--- src/sv/cdc_pkg.sv ---
package cdc_pkg;

  // drive select field is three bits, so at most eight units
  localparam int MAX_UNITS = 8;
  localparam int DRIVE_UNITS_DEF = 8;

  // configuration port
  localparam int CFG_AW = 3;
  localparam int CFG_DW = 32;
  localparam int LIMIT_W = 19;
  localparam logic CFG_DRIVES = 1'b0;
  localparam logic CFG_LIMIT  = 1'b1;
  localparam logic [LIMIT_W-1:0] LIMIT_RESET = 19'h40000;

  // request actions
  localparam logic [1:0] ACT_READ  = 2'd0;
  localparam logic [1:0] ACT_WRITE = 2'd1;
  localparam logic [1:0] ACT_STEP  = 2'd2;

  // register word offsets
  localparam logic [2:0] REG_DS = 3'd0;
  localparam logic [2:0] REG_ER = 3'd1;
  localparam logic [2:0] REG_CS = 3'd2;
  localparam logic [2:0] REG_WC = 3'd3;
  localparam logic [2:0] REG_BA = 3'd4;
  localparam logic [2:0] REG_DA = 3'd5;
  localparam logic [2:0] REG_DB = 3'd7;

  // control functions
  localparam logic [2:0] FN_RESET = 3'd0;
  localparam logic [2:0] FN_WRITE = 3'd1;
  localparam logic [2:0] FN_READ  = 3'd2;

  // control and status bits
  localparam logic [15:0] CS_GO    = 16'h0001;
  localparam logic [15:0] CS_RDY   = 16'h0080;
  localparam logic [15:0] CS_B13   = 16'h2000;
  localparam logic [15:0] CS_HARD  = 16'h4000;
  localparam logic [15:0] CS_ERR   = 16'h8000;
  localparam logic [15:0] CS_WMASK = 16'o6577;
  localparam logic [15:0] HARD_MASK = 16'o177740;
  localparam int CS_IDE_BIT = 6;
  localparam int CS_SSE_BIT = 8;
  localparam int CS_IBA_BIT = 10;
  localparam int CS_HARD_BIT = 14;
  localparam logic [15:0] DS_ARDY  = 16'h0040;
  localparam logic [15:0] DS_RESET = 16'o4300;

  // error bits
  localparam logic [15:0] ER_NXS = 16'h0020;
  localparam logic [15:0] ER_NXC = 16'h0040;
  localparam logic [15:0] ER_NXD = 16'h0080;
  localparam logic [15:0] ER_NXM = 16'h0400;
  localparam logic [15:0] ER_OVR = 16'h4000;

  // disk geometry
  localparam logic [7:0] MAX_CYL   = 8'o312;
  localparam logic [3:0] MAX_SEC   = 4'o13;
  localparam logic [8:0] CYLINDERS = 9'd203;
  localparam logic [4:0] SECTORS   = 5'd12;
  localparam logic [12:0] SURF_SECTORS = 13'd12;

  typedef struct packed {
    logic [1:0]  action;
    logic [2:0]  reg_index;
    logic        byte_access;
    logic        odd_byte;
    logic [15:0] write_data;
  } item_t;

  typedef struct packed {
    logic [15:0] read_data;
    logic        dma_valid;
    logic [17:0] dma_addr;
    logic        dma_to_memory;
    logic [2:0]  drive_unit;
    logic [12:0] disk_sector;
    logic [7:0]  word_in_sector;
    logic        sector_end;
    logic        interrupt_request;
    logic        busy_res;
  } result_t;

endpackage

--- src/sv/cdc_cfg.sv ---
module cdc_cfg
  import cdc_pkg::*;
#(
  parameter int DRIVE_UNITS = DRIVE_UNITS_DEF
) (
  input  logic                   clk,
  input  logic                   rst_n,
  input  logic                   psel,
  input  logic                   penable,
  input  logic                   pwrite,
  input  logic [CFG_AW-1:0]      paddr,
  input  logic [CFG_DW-1:0]      pwdata,
  output logic [CFG_DW-1:0]      prdata,
  output logic                   pready,
  output logic [DRIVE_UNITS-1:0] drives_attached,
  output logic [LIMIT_W-1:0]     memory_limit
);

  logic [DRIVE_UNITS-1:0] drives_r;
  logic [LIMIT_W-1:0]     limit_r;
  logic                   wr_en;
  logic                   idx;

  assign pready = 1'b1;
  assign wr_en  = psel && penable && pwrite;
  assign idx    = paddr[2];

  // register writes
  always_ff @(posedge clk) begin
    if (!rst_n) begin
      drives_r <= '0;
      limit_r  <= LIMIT_RESET;
    end else if (wr_en) begin
      case (idx)
        CFG_DRIVES: drives_r <= pwdata[DRIVE_UNITS-1:0];
        CFG_LIMIT:  limit_r  <= pwdata[LIMIT_W-1:0];
        default:    ;
      endcase
    end
  end

  // readback
  always_comb begin
    case (idx)
      CFG_DRIVES: prdata = CFG_DW'(drives_r);
      CFG_LIMIT:  prdata = CFG_DW'(limit_r);
      default:    prdata = '0;
    endcase
  end

  assign drives_attached = drives_r;
  assign memory_limit    = limit_r;

endmodule

--- src/sv/cdc_core.sv ---
module cdc_core
  import cdc_pkg::*;
#(
  parameter int DRIVE_UNITS = DRIVE_UNITS_DEF
) (
  input  logic                   clk,
  input  logic                   rst_n,
  input  logic                   proc,
  input  item_t                  item,
  input  logic [DRIVE_UNITS-1:0] drives_attached,
  input  logic [LIMIT_W-1:0]     memory_limit,
  output result_t                res
);

  logic [15:0] ds_r, ds_nxt, er_r, er_nxt, cs_r, cs_nxt, wc_r, wc_nxt;
  logic [15:0] ba_r, ba_nxt, da_r, da_nxt, db_r, db_nxt;
  logic        act_r, act_nxt, rds_r, rds_nxt;
  logic [7:0]  pos_r, pos_nxt;
  logic [MAX_UNITS-1:0] att_ext;
  logic        irq;

  function automatic logic [15:0] set_val(logic [15:0] r, logic [15:0] v,
                                          logic b, logic odd);
    logic [15:0] o;
    if (!b)       o = v;
    else if (odd) o = {v[7:0], r[7:0]};
    else          o = {r[15:8], v[7:0]};
    return o;
  endfunction

  function automatic logic [15:0] get_val(logic [15:0] r, logic b, logic odd);
    logic [15:0] o;
    if (!b)       o = r;
    else if (odd) o = {8'h00, r[15:8]};
    else          o = {8'h00, r[7:0]};
    return o;
  endfunction

  // attach bits widened to the full drive select range
  always_comb begin
    att_ext = '0;
    att_ext[DRIVE_UNITS-1:0] = drives_attached;
  end

  // one request against the register file and sequencer
  always_comb begin
    logic [15:0] rv, wv, csw, err, wc_n, ba_n;
    logic [17:0] ba18;
    logic [2:0]  drv, fn;
    logic [7:0]  cyl;
    logic        surf, surf_n, over, fin;
    logic [3:0]  sec;
    logic [4:0]  sec_n;
    logic [8:0]  cyl_n;

    ds_nxt  = ds_r;
    er_nxt  = er_r;
    cs_nxt  = cs_r;
    wc_nxt  = wc_r;
    ba_nxt  = ba_r;
    da_nxt  = da_r;
    db_nxt  = db_r;
    act_nxt = act_r;
    rds_nxt = rds_r;
    pos_nxt = pos_r;
    res     = '0;
    irq     = 1'b0;
    err     = '0;
    fin     = 1'b0;
    over    = 1'b0;
    rv      = '0;
    wv      = set_val(16'h0000, item.write_data, 1'b0, 1'b0);
    csw     = cs_r;
    fn      = FN_RESET;
    wc_n    = wc_r + 16'd1;
    ba_n    = ba_r + 16'd2;
    ba18    = {cs_r[5:4], ba_r};
    drv     = da_r[15:13];
    cyl     = da_r[12:5];
    surf    = da_r[4];
    sec     = da_r[3:0];
    sec_n   = {1'b0, sec} + 5'd1;
    surf_n  = surf;
    cyl_n   = {1'b0, cyl};

    if (proc) begin
      case (item.action)
        ACT_READ: begin
          case (item.reg_index)
            REG_DS:  rv = ds_r;
            REG_ER:  rv = er_r;
            REG_CS:  rv = cs_r;
            REG_WC:  rv = wc_r;
            REG_BA:  rv = ba_r;
            REG_DA:  rv = da_r;
            REG_DB:  rv = db_r;
            default: rv = '0;
          endcase
          res.read_data = get_val(rv, item.byte_access, item.odd_byte);
        end
        ACT_WRITE: begin
          case (item.reg_index)
            REG_CS: begin
              wv  = set_val(cs_r, item.write_data, item.byte_access, item.odd_byte);
              csw = (cs_r & ~CS_WMASK) | (wv & CS_WMASK);
              cs_nxt = csw;
              if ((csw & CS_GO) != 16'h0000) begin
                cs_nxt = csw & ~(CS_B13 | CS_GO);
                fn = cs_nxt[3:1];
                case (fn)
                  FN_RESET: begin
                    ds_nxt  = DS_RESET;
                    er_nxt  = '0;
                    cs_nxt  = CS_RDY;
                    wc_nxt  = '0;
                    ba_nxt  = '0;
                    da_nxt  = '0;
                    db_nxt  = '0;
                    act_nxt = 1'b0;
                    rds_nxt = 1'b0;
                    pos_nxt = '0;
                  end
                  FN_WRITE, FN_READ: begin
                    ds_nxt  = ds_r & ~DS_ARDY;
                    cs_nxt  = cs_nxt & ~CS_RDY;
                    act_nxt = 1'b0;
                    if (!att_ext[drv]) err = ER_NXD;
                    else if (cyl > MAX_CYL) err = ER_NXC;
                    else if (sec > MAX_SEC) err = ER_NXS;
                    else if (wc_r == 16'h0000) fin = 1'b1;
                    else begin
                      act_nxt = 1'b1;
                      rds_nxt = (fn == FN_READ);
                      pos_nxt = '0;
                    end
                  end
                  default: irq = 1'b1;
                endcase
              end
            end
            REG_WC: wc_nxt = set_val(wc_r, item.write_data, item.byte_access, item.odd_byte);
            REG_BA: ba_nxt = set_val(ba_r, item.write_data, item.byte_access, item.odd_byte);
            REG_DA: da_nxt = set_val(da_r, item.write_data, item.byte_access, item.odd_byte);
            REG_DB: db_nxt = set_val(db_r, item.write_data, item.byte_access, item.odd_byte);
            default: ;
          endcase
        end
        ACT_STEP: begin
          if (act_r) begin
            if ({1'b0, ba18} >= memory_limit) begin
              err = ER_NXM;
            end else begin
              res.dma_valid      = 1'b1;
              res.dma_addr       = ba18;
              res.dma_to_memory  = rds_r;
              res.drive_unit     = drv;
              res.disk_sector    = 13'({cyl, 4'b0000}) + 13'({cyl, 3'b000})
                                   + (surf ? SURF_SECTORS : 13'd0) + 13'(sec);
              res.word_in_sector = pos_r;
              wc_nxt  = wc_n;
              // bus address advance with carry into the extension bits
              if (!cs_r[CS_IBA_BIT]) begin
                ba_nxt = ba_n;
                if (ba_n == 16'h0000) cs_nxt[5:4] = cs_r[5:4] + 2'd1;
              end
              pos_nxt = pos_r + 8'd1;
              // sector close: advance sector, surface and cylinder
              if (pos_r == 8'hFF || wc_n == 16'h0000) begin
                res.sector_end = 1'b1;
                pos_nxt = '0;
                if (sec_n >= SECTORS) begin
                  sec_n = '0;
                  if (surf) begin
                    surf_n = 1'b0;
                    cyl_n  = cyl_n + 9'd1;
                    over   = (cyl_n >= CYLINDERS);
                  end else begin
                    surf_n = 1'b1;
                  end
                end
                if (over) begin
                  err = ER_OVR;
                end else begin
                  da_nxt = {drv, cyl_n[7:0], surf_n, sec_n[3:0]};
                  if (wc_n == 16'h0000) fin = 1'b1;
                end
              end
            end
          end
        end
        default: ;
      endcase

      // error or completion: raise ready and maybe interrupt
      if (err != 16'h0000) begin
        er_nxt = er_nxt | err;
        cs_nxt = cs_nxt | CS_ERR;
        if ((er_nxt & HARD_MASK) != 16'h0000) cs_nxt = cs_nxt | CS_HARD;
        ds_nxt  = ds_nxt | DS_ARDY;
        cs_nxt  = cs_nxt | CS_RDY;
        act_nxt = 1'b0;
        irq = cs_nxt[CS_IDE_BIT] && (cs_nxt[CS_HARD_BIT] || cs_nxt[CS_SSE_BIT]);
      end else if (fin) begin
        ds_nxt  = ds_nxt | DS_ARDY;
        cs_nxt  = cs_nxt | CS_RDY;
        act_nxt = 1'b0;
        irq = cs_nxt[CS_IDE_BIT];
      end
      res.interrupt_request = irq;
      res.busy_res          = act_nxt;
    end
  end

  // state registers
  always_ff @(posedge clk) begin
    if (!rst_n) begin
      ds_r  <= DS_RESET;
      er_r  <= '0;
      cs_r  <= CS_RDY;
      wc_r  <= '0;
      ba_r  <= '0;
      da_r  <= '0;
      db_r  <= '0;
      act_r <= 1'b0;
      rds_r <= 1'b0;
      pos_r <= '0;
    end else begin
      ds_r  <= ds_nxt;
      er_r  <= er_nxt;
      cs_r  <= cs_nxt;
      wc_r  <= wc_nxt;
      ba_r  <= ba_nxt;
      da_r  <= da_nxt;
      db_r  <= db_nxt;
      act_r <= act_nxt;
      rds_r <= rds_nxt;
      pos_r <= pos_nxt;
    end
  end

  // a running transfer keeps ready low in both registers
  a_busy_not_ready: assert property (@(posedge clk) disable iff (!rst_n)
    act_r |-> ((cs_r & CS_RDY) == 16'h0000 && (ds_r & DS_ARDY) == 16'h0000))
    else $error("transfer active while ready is set");

  // a word moves only inside a transfer
  a_dma_in_transfer: assert property (@(posedge clk) disable iff (!rst_n)
    res.dma_valid |-> (proc && act_r && item.action == ACT_STEP))
    else $error("word moved without an active transfer");

  // an interrupt from a step always ends the transfer
  a_step_irq_ends: assert property (@(posedge clk) disable iff (!rst_n)
    (proc && item.action == ACT_STEP && irq) |=> !act_r)
    else $error("step interrupt left transfer running");

  // closing a sector restarts the word position
  a_sector_end_pos: assert property (@(posedge clk) disable iff (!rst_n)
    res.sector_end |=> (pos_r == 8'h00))
    else $error("word position not cleared at sector end");

endmodule

--- src/sv/cartridge_disk_controller.sv ---
// path: a request is captured in the input register, and its result is then registered in
// the result register, from which it is offered on the result channel
// throughput: one request per cycle; the result register and input register advance
// together whenever the result slot is empty or being taken
// reset: synchronous active-low rst_n restores all controller registers and both config
// registers; no clearing pass, requests are taken in the first cycle after reset
module cartridge_disk_controller
  import cdc_pkg::*;
#(
  parameter int DRIVE_UNITS = DRIVE_UNITS_DEF
) (
  input  logic              clk,
  input  logic              rst_n,
  // request channel
  input  logic              in_valid,
  output logic              in_stall,
  input  logic [1:0]        in_action,
  input  logic [2:0]        in_reg_index,
  input  logic              in_byte_access,
  input  logic              in_odd_byte,
  input  logic [15:0]       in_write_data,
  // result channel
  output logic              out_valid,
  input  logic              out_stall,
  output logic [15:0]       out_read_data,
  output logic              out_dma_valid,
  output logic [17:0]       out_dma_addr,
  output logic              out_dma_to_memory,
  output logic [2:0]        out_drive_unit,
  output logic [12:0]       out_disk_sector,
  output logic [7:0]        out_word_in_sector,
  output logic              out_sector_end,
  output logic              out_interrupt_request,
  output logic              out_busy_res,
  // configuration port
  input  logic              psel,
  input  logic              penable,
  input  logic              pwrite,
  input  logic [CFG_AW-1:0] paddr,
  input  logic [CFG_DW-1:0] pwdata,
  output logic [CFG_DW-1:0] prdata,
  output logic              pready
);

  logic                   s1_valid_r, s1_valid_nxt;
  item_t                  s1_item_r;
  logic                   out_valid_r, out_valid_nxt;
  result_t                out_r;
  result_t                res;
  logic                   advance;
  logic                   proc;
  logic [DRIVE_UNITS-1:0] drives_attached;
  logic [LIMIT_W-1:0]     memory_limit;

  cdc_cfg #(.DRIVE_UNITS(DRIVE_UNITS)) u_cfg (
    .clk             (clk),
    .rst_n           (rst_n),
    .psel            (psel),
    .penable         (penable),
    .pwrite          (pwrite),
    .paddr           (paddr),
    .pwdata          (pwdata),
    .prdata          (prdata),
    .pready          (pready),
    .drives_attached (drives_attached),
    .memory_limit    (memory_limit)
  );

  cdc_core #(.DRIVE_UNITS(DRIVE_UNITS)) u_core (
    .clk             (clk),
    .rst_n           (rst_n),
    .proc            (proc),
    .item            (s1_item_r),
    .drives_attached (drives_attached),
    .memory_limit    (memory_limit),
    .res             (res)
  );

  // pipeline flow control
  assign advance  = !out_valid_r || !out_stall;
  assign proc     = s1_valid_r && advance;
  assign in_stall = s1_valid_r && !advance;

  always_comb begin
    s1_valid_nxt  = in_stall ? s1_valid_r : in_valid;
    out_valid_nxt = advance ? s1_valid_r : out_valid_r;
  end

  // valid flags
  always_ff @(posedge clk) begin
    if (!rst_n) begin
      s1_valid_r  <= 1'b0;
      out_valid_r <= 1'b0;
    end else begin
      s1_valid_r  <= s1_valid_nxt;
      out_valid_r <= out_valid_nxt;
    end
  end

  // input and result payload registers
  always_ff @(posedge clk) begin
    if (in_valid && !in_stall) begin
      s1_item_r.action      <= in_action;
      s1_item_r.reg_index   <= in_reg_index;
      s1_item_r.byte_access <= in_byte_access;
      s1_item_r.odd_byte    <= in_odd_byte;
      s1_item_r.write_data  <= in_write_data;
    end
    if (proc) begin
      out_r <= res;
    end
  end

  assign out_valid             = out_valid_r;
  assign out_read_data         = out_r.read_data;
  assign out_dma_valid         = out_r.dma_valid;
  assign out_dma_addr          = out_r.dma_addr;
  assign out_dma_to_memory     = out_r.dma_to_memory;
  assign out_drive_unit        = out_r.drive_unit;
  assign out_disk_sector       = out_r.disk_sector;
  assign out_word_in_sector    = out_r.word_in_sector;
  assign out_sector_end        = out_r.sector_end;
  assign out_interrupt_request = out_r.interrupt_request;
  assign out_busy_res          = out_r.busy_res;

endmodule
--- config.mk ---
export PLATFORM = sky130hd
export DESIGN_NAME = cartridge_disk_controller
export DESIGN_NICKNAME = d
export VERILOG_FILES = /design/src/sv/cdc_pkg.sv /design/src/sv/cdc_cfg.sv /design/src/sv/cdc_core.sv /design/src/sv/cartridge_disk_controller.sv
export SDC_FILE = /design/constraint.sdc
export NUM_CORES = 1
export LEC_CHECK = 0
export BUFFER_PORTS_ARGS = -buffer_cell sky130_fd_sc_hd__buf_2
export CORE_MARGIN = 1.5
export CORE_UTILIZATION = 55
export CTS_CLUSTER_SIZE = 16
export DETAILED_ROUTE_END_ITERATION = 7
export PLACE_DENSITY = 0.81
export SYNTH_ARGS = -nofsm -noshare
export SYNTH_HDL_FRONTEND = slang
export SYNTH_SLANG_ARGS = --single-unit
--- constraint.sdc ---
create_clock -name clk -period 4.7 [get_ports clk]
set_input_delay 0.235 -clock clk [delete_from_list [all_inputs] [get_ports clk]]
set_output_delay 0.235 -clock clk [all_outputs]
set_load 0.03 [all_outputs]
==> run_results.csv <==
group,metric,value,unit
grt,grt_overflow,0,
sta,finalMaxSlewViolations,0,
placed_design,port-buffer-count,133,
routing,routed_via_density,6.468,
cts,cts-hold-fix-buffers,44,
sta,hold_violations,0,
worst_setup_path,end_kind,"flop",
routing,wl,39.79,mm
cts,clk_pin_slew,0.07,ns
cts,worstSkewPairLatency,0.53,ns
worst_setup_path,cp_top_family,"compound AO/OA/AOI/OAI gates",
power_and_ir_drop,p_per_area,315.7,mW/mm^2
yosys,synth.avg_cell_area,8.772,sq um
grt,grt_max_degree,66,
cts,htree_num_levels,1,
worst_setup_path,cp-start-kind,"flop",
floorplan,die_w,152.6,um
routing,drc,0,
sta,rsz0062_at_grt,"no",
worst_setup_path,path_buf_inv,0,
yosys,async_reset_ff_frac,0,
grt,antenna_found_initial,0,
sta,tns,0,ns
worst_setup_path,critPathMostFrequentCell,"o21ai_0",
floorplan,dieArea,0.02330,sq mm
layout,design_area,0.01438,sq mm
cts,cts_sinks,216,
placed_design,pre_cts_ws,0.7885,ns
layout,layout-drive-gt1-share,0.1647,
yosys,synth_top_cell_area_share,0.2113,
yosys,yosysSeqAreaShare,0.4210,
yosys,yosysTopAreaCell,"dfxtp_1",
worst_setup_path,slowest_stage,"a2111oi_1",
sta,period_needed,4.099,ns
cts,cts_tree,"yes",
sta,fin_crit_sh,0.8721,
placed_design,hpwl,26.87,mm
floorplan,row_count,54,
yosys,synth_edf_count,86,
floorplan,ios,163,
floorplan,start_util,0.5626,
cts,clockBufferDepth,3,
placed_design,gp_congestion,1.021,
yosys,synthCells,1404,
worst_setup_path,crit_required,5.11,ns
yosys,synth_warnings,0,
yosys,synth_cell_types,91,
yosys,synthTopCellsByArea,"dfxtp_1 (21%), edfxtp_1 (21%), a21oi_1 (5.4%)",
routing,wl_per_cell,21.69,um
floorplan,core-area,0.02189,sq mm
worst_hold_path,min_path_type,"in -> reg",
floorplan,die_y,152.6,um
routing,drt_iter0_drc,1548,
layout,areaGrowthSynthToFinish,16.78,%
yosys,synth_seq_cells,216,
routing,vias,11860,
cts,cts_buffers,24,
power_and_ir_drop,p_leak,5.392,nW
grt,grt_pass1_vias,10920,
layout,antennaDiodeCount,0,
job,max_cap_violations,0,
cts,cts_post_setup_buffers_inserted,0,
worst_setup_path,startpoint,"u_core.ba_r[8]",
yosys,syn_area,0.01232,sq mm
status,run_status,"finished clean",
worst_setup_path,max_stage_delay,0.72,ns
worst_setup_path,r2r-start,"u_core.ba_r[8]",
routing,ant_nets,0,
worst_setup_path,path_cells,"ha_1 > a211oi_1 > nor2_1 > a2111oi_1 > o211ai_1 > o21ai_0 > nand3_1 > o21ai_0 > o21ba_2",
sta,clock_skew,0.01385,ns
layout,fin_nets,1652,
cts,cts-resized-gates,0,
worst_hold_path,hp-start,"penable",
power_and_ir_drop,ir_worst_vdd,0.0002961,V
routing,drt-pass1-iter-count,6,
sta,clock.fmax,0.2440,GHz
layout,fin_util,0.6570,
worst_setup_path,path_class,"reg -> reg",
grt,grt_pass1_wl,61.42,mm
cts,clk_root_buffer_cell,"clkbuf_16",
sta,setup_viol,0,
worst_setup_path,path_max_fanout,16,
sta,tightestPinTransition,1.206,ns
yosys,synth_flop_cell,"dfxtp_1",
sta,setup_slack,0.6012,ns
grt,track_usage,0.3300,
worst_setup_path,critPathArrivalTime,4.51,ns
placed_design,place_area,0.01310,sq mm
sta,max_slew_margin,0.1878,
## placed cells by master (no fill, tap or decap), types with 44 or more instances in the layout
master	instances
nand2_1	169
a21oi_1	134
buf_2	133
dfxtp_1	130
nor2_1	115
edfxtp_1	86
nand3_1	55
inv_1	55
o21ai_0	52
and2_1	51
ha_1	48
dlygate4sd3_1	44
## synth_stat cells (6+ instances only)
cell type and number:
a21oi_1 134, o31ai_1 10, buf_4 14, xnor2_1 14, mux2_2 15, o32ai_1 10
and3_1 11, nor2b_1 13, dfxtp_1 130, o22ai_1 14, a221oi_1 10, mux2i_1 17
xor2_1 9, nand3b_1 7, nor3_1 22, nand4_1 28, a22o_1 11, edfxtp_1 86
o21a_1 9, nand2b_1 10, a31oi_1 21, and2_1 51, nand3_1 55, nor4_1 11
ha_1 49, a22oi_1 12, or3_1 10, clkbuf_1 78, a21o_1 12, buf_2 9
o221a_2 13, buf_1 6, nor2_1 115, nand2_1 169, o21ai_0 52, inv_1 56
a211oi_1 20
## layer usage
layer / track usage / vias to the layer above / part of all wire
met5: 0 / - / 0
met1: 0.4492 / 5566 / 0.40
met4: 0.1548 / 0 / 0.053
met3: 0.07480 / 167 / 0.11
li1: - / 5357 / -
met2: 0.4987 / 773 / 0.44
## worst register-to-register path: cells and delay by family (launching register included)
family | cells | cell delay (ns)
flip-flops | 1 | 0.70
AO/OA/AOI/OAI | 6 | 2.39
AND/OR/NAND/NOR | 2 | 0.52
adder cells (fa/ha/maj) | 1 | 0.37
## report_power, final
group	leakage, nW	total [mW]	switching (mW)	internal (mW)
sequential	1.88	2.05	0.0534	1.99
clock	0.416	2.01	0.808	1.20
combinational	3.10	0.483	0.331	0.152
total	5.39	4.54	1.19	3.35
## worst paths after layout
path	end	slack, ns	depth (start not counted)
worst max-delay path	u_core.pos_r[7]	0.60	9
worst min-delay path	u_cfg.drives_attached[2]	0.27	5
worst max register to register	u_core.pos_r[7]	0.60	9
worst min register to register	u_core.db_r[1]	0.46	2
## state kept, by name (all words and copies together), names as in the netlist, 2 cells and up
| name | flops |
|---|---|
| out_dma_addr | 18 |
| u_cfg.memory_limit | 19 |
| u_core.cs_r | 14 |
| s1_item_r | 23 |
| out_read_data | 16 |
| u_core.db_r | 16 |
| u_core.er_r | 11 |
| u_core.pos_r | 8 |
| u_cfg.drives_attached | 8 |
| out_drive_unit | 3 |
| u_core.wc_r | 16 |
| out_word_in_sector | 8 |
| u_core.ba_r | 16 |
| u_core.ds_r | 2 |
| out_disk_sector | 13 |
| u_core.da_r | 16 |
## cell type report
| type | count | area (sq um) |
|---|---|---|
| fillers | 1790 | 7508 |
| multi-input cells | 1034 | 6492 |
| flip-flops and latches | 216 | 5185 |
| repair buffers | 202 | 1294 |
| clock buffers | 29 | 681.9 |
| well taps | 280 | 350.3 |
| inverters | 58 | 217.7 |
| clock inverters | 15 | 161.4 |
## stage by stage
stage          hold WS, ns  total power, mW  std cells
6_report            0.2671            4.540       1834
5_1_grt             0.2952            4.651       1834
4_1_cts             0.2458            4.519       1834
3_5_place_dp        0.4131            2.519       1746
3_3_place_gp        0.4124            2.512       1746
2_1_floorplan       0.3339            2.375       1416
## cell families after synthesis
| kind of cell | count (synthesis) | synth area share |
|---|---|---|
| other | 2 | 0.0006098 |
| and+or+nand+nor | 532 | 0.2136 |
| DFF | 216 | 0.4210 |
| buffers and inverters | 166 | 0.05588 |
| muxes | 37 | 0.03668 |
| xor gates and xnor gates | 23 | 0.01636 |
| AOI/OAI and AO/OA | 377 | 0.2029 |
| adders and majority gates | 51 | 0.05303 |
(Power assumes the default switching activity.)
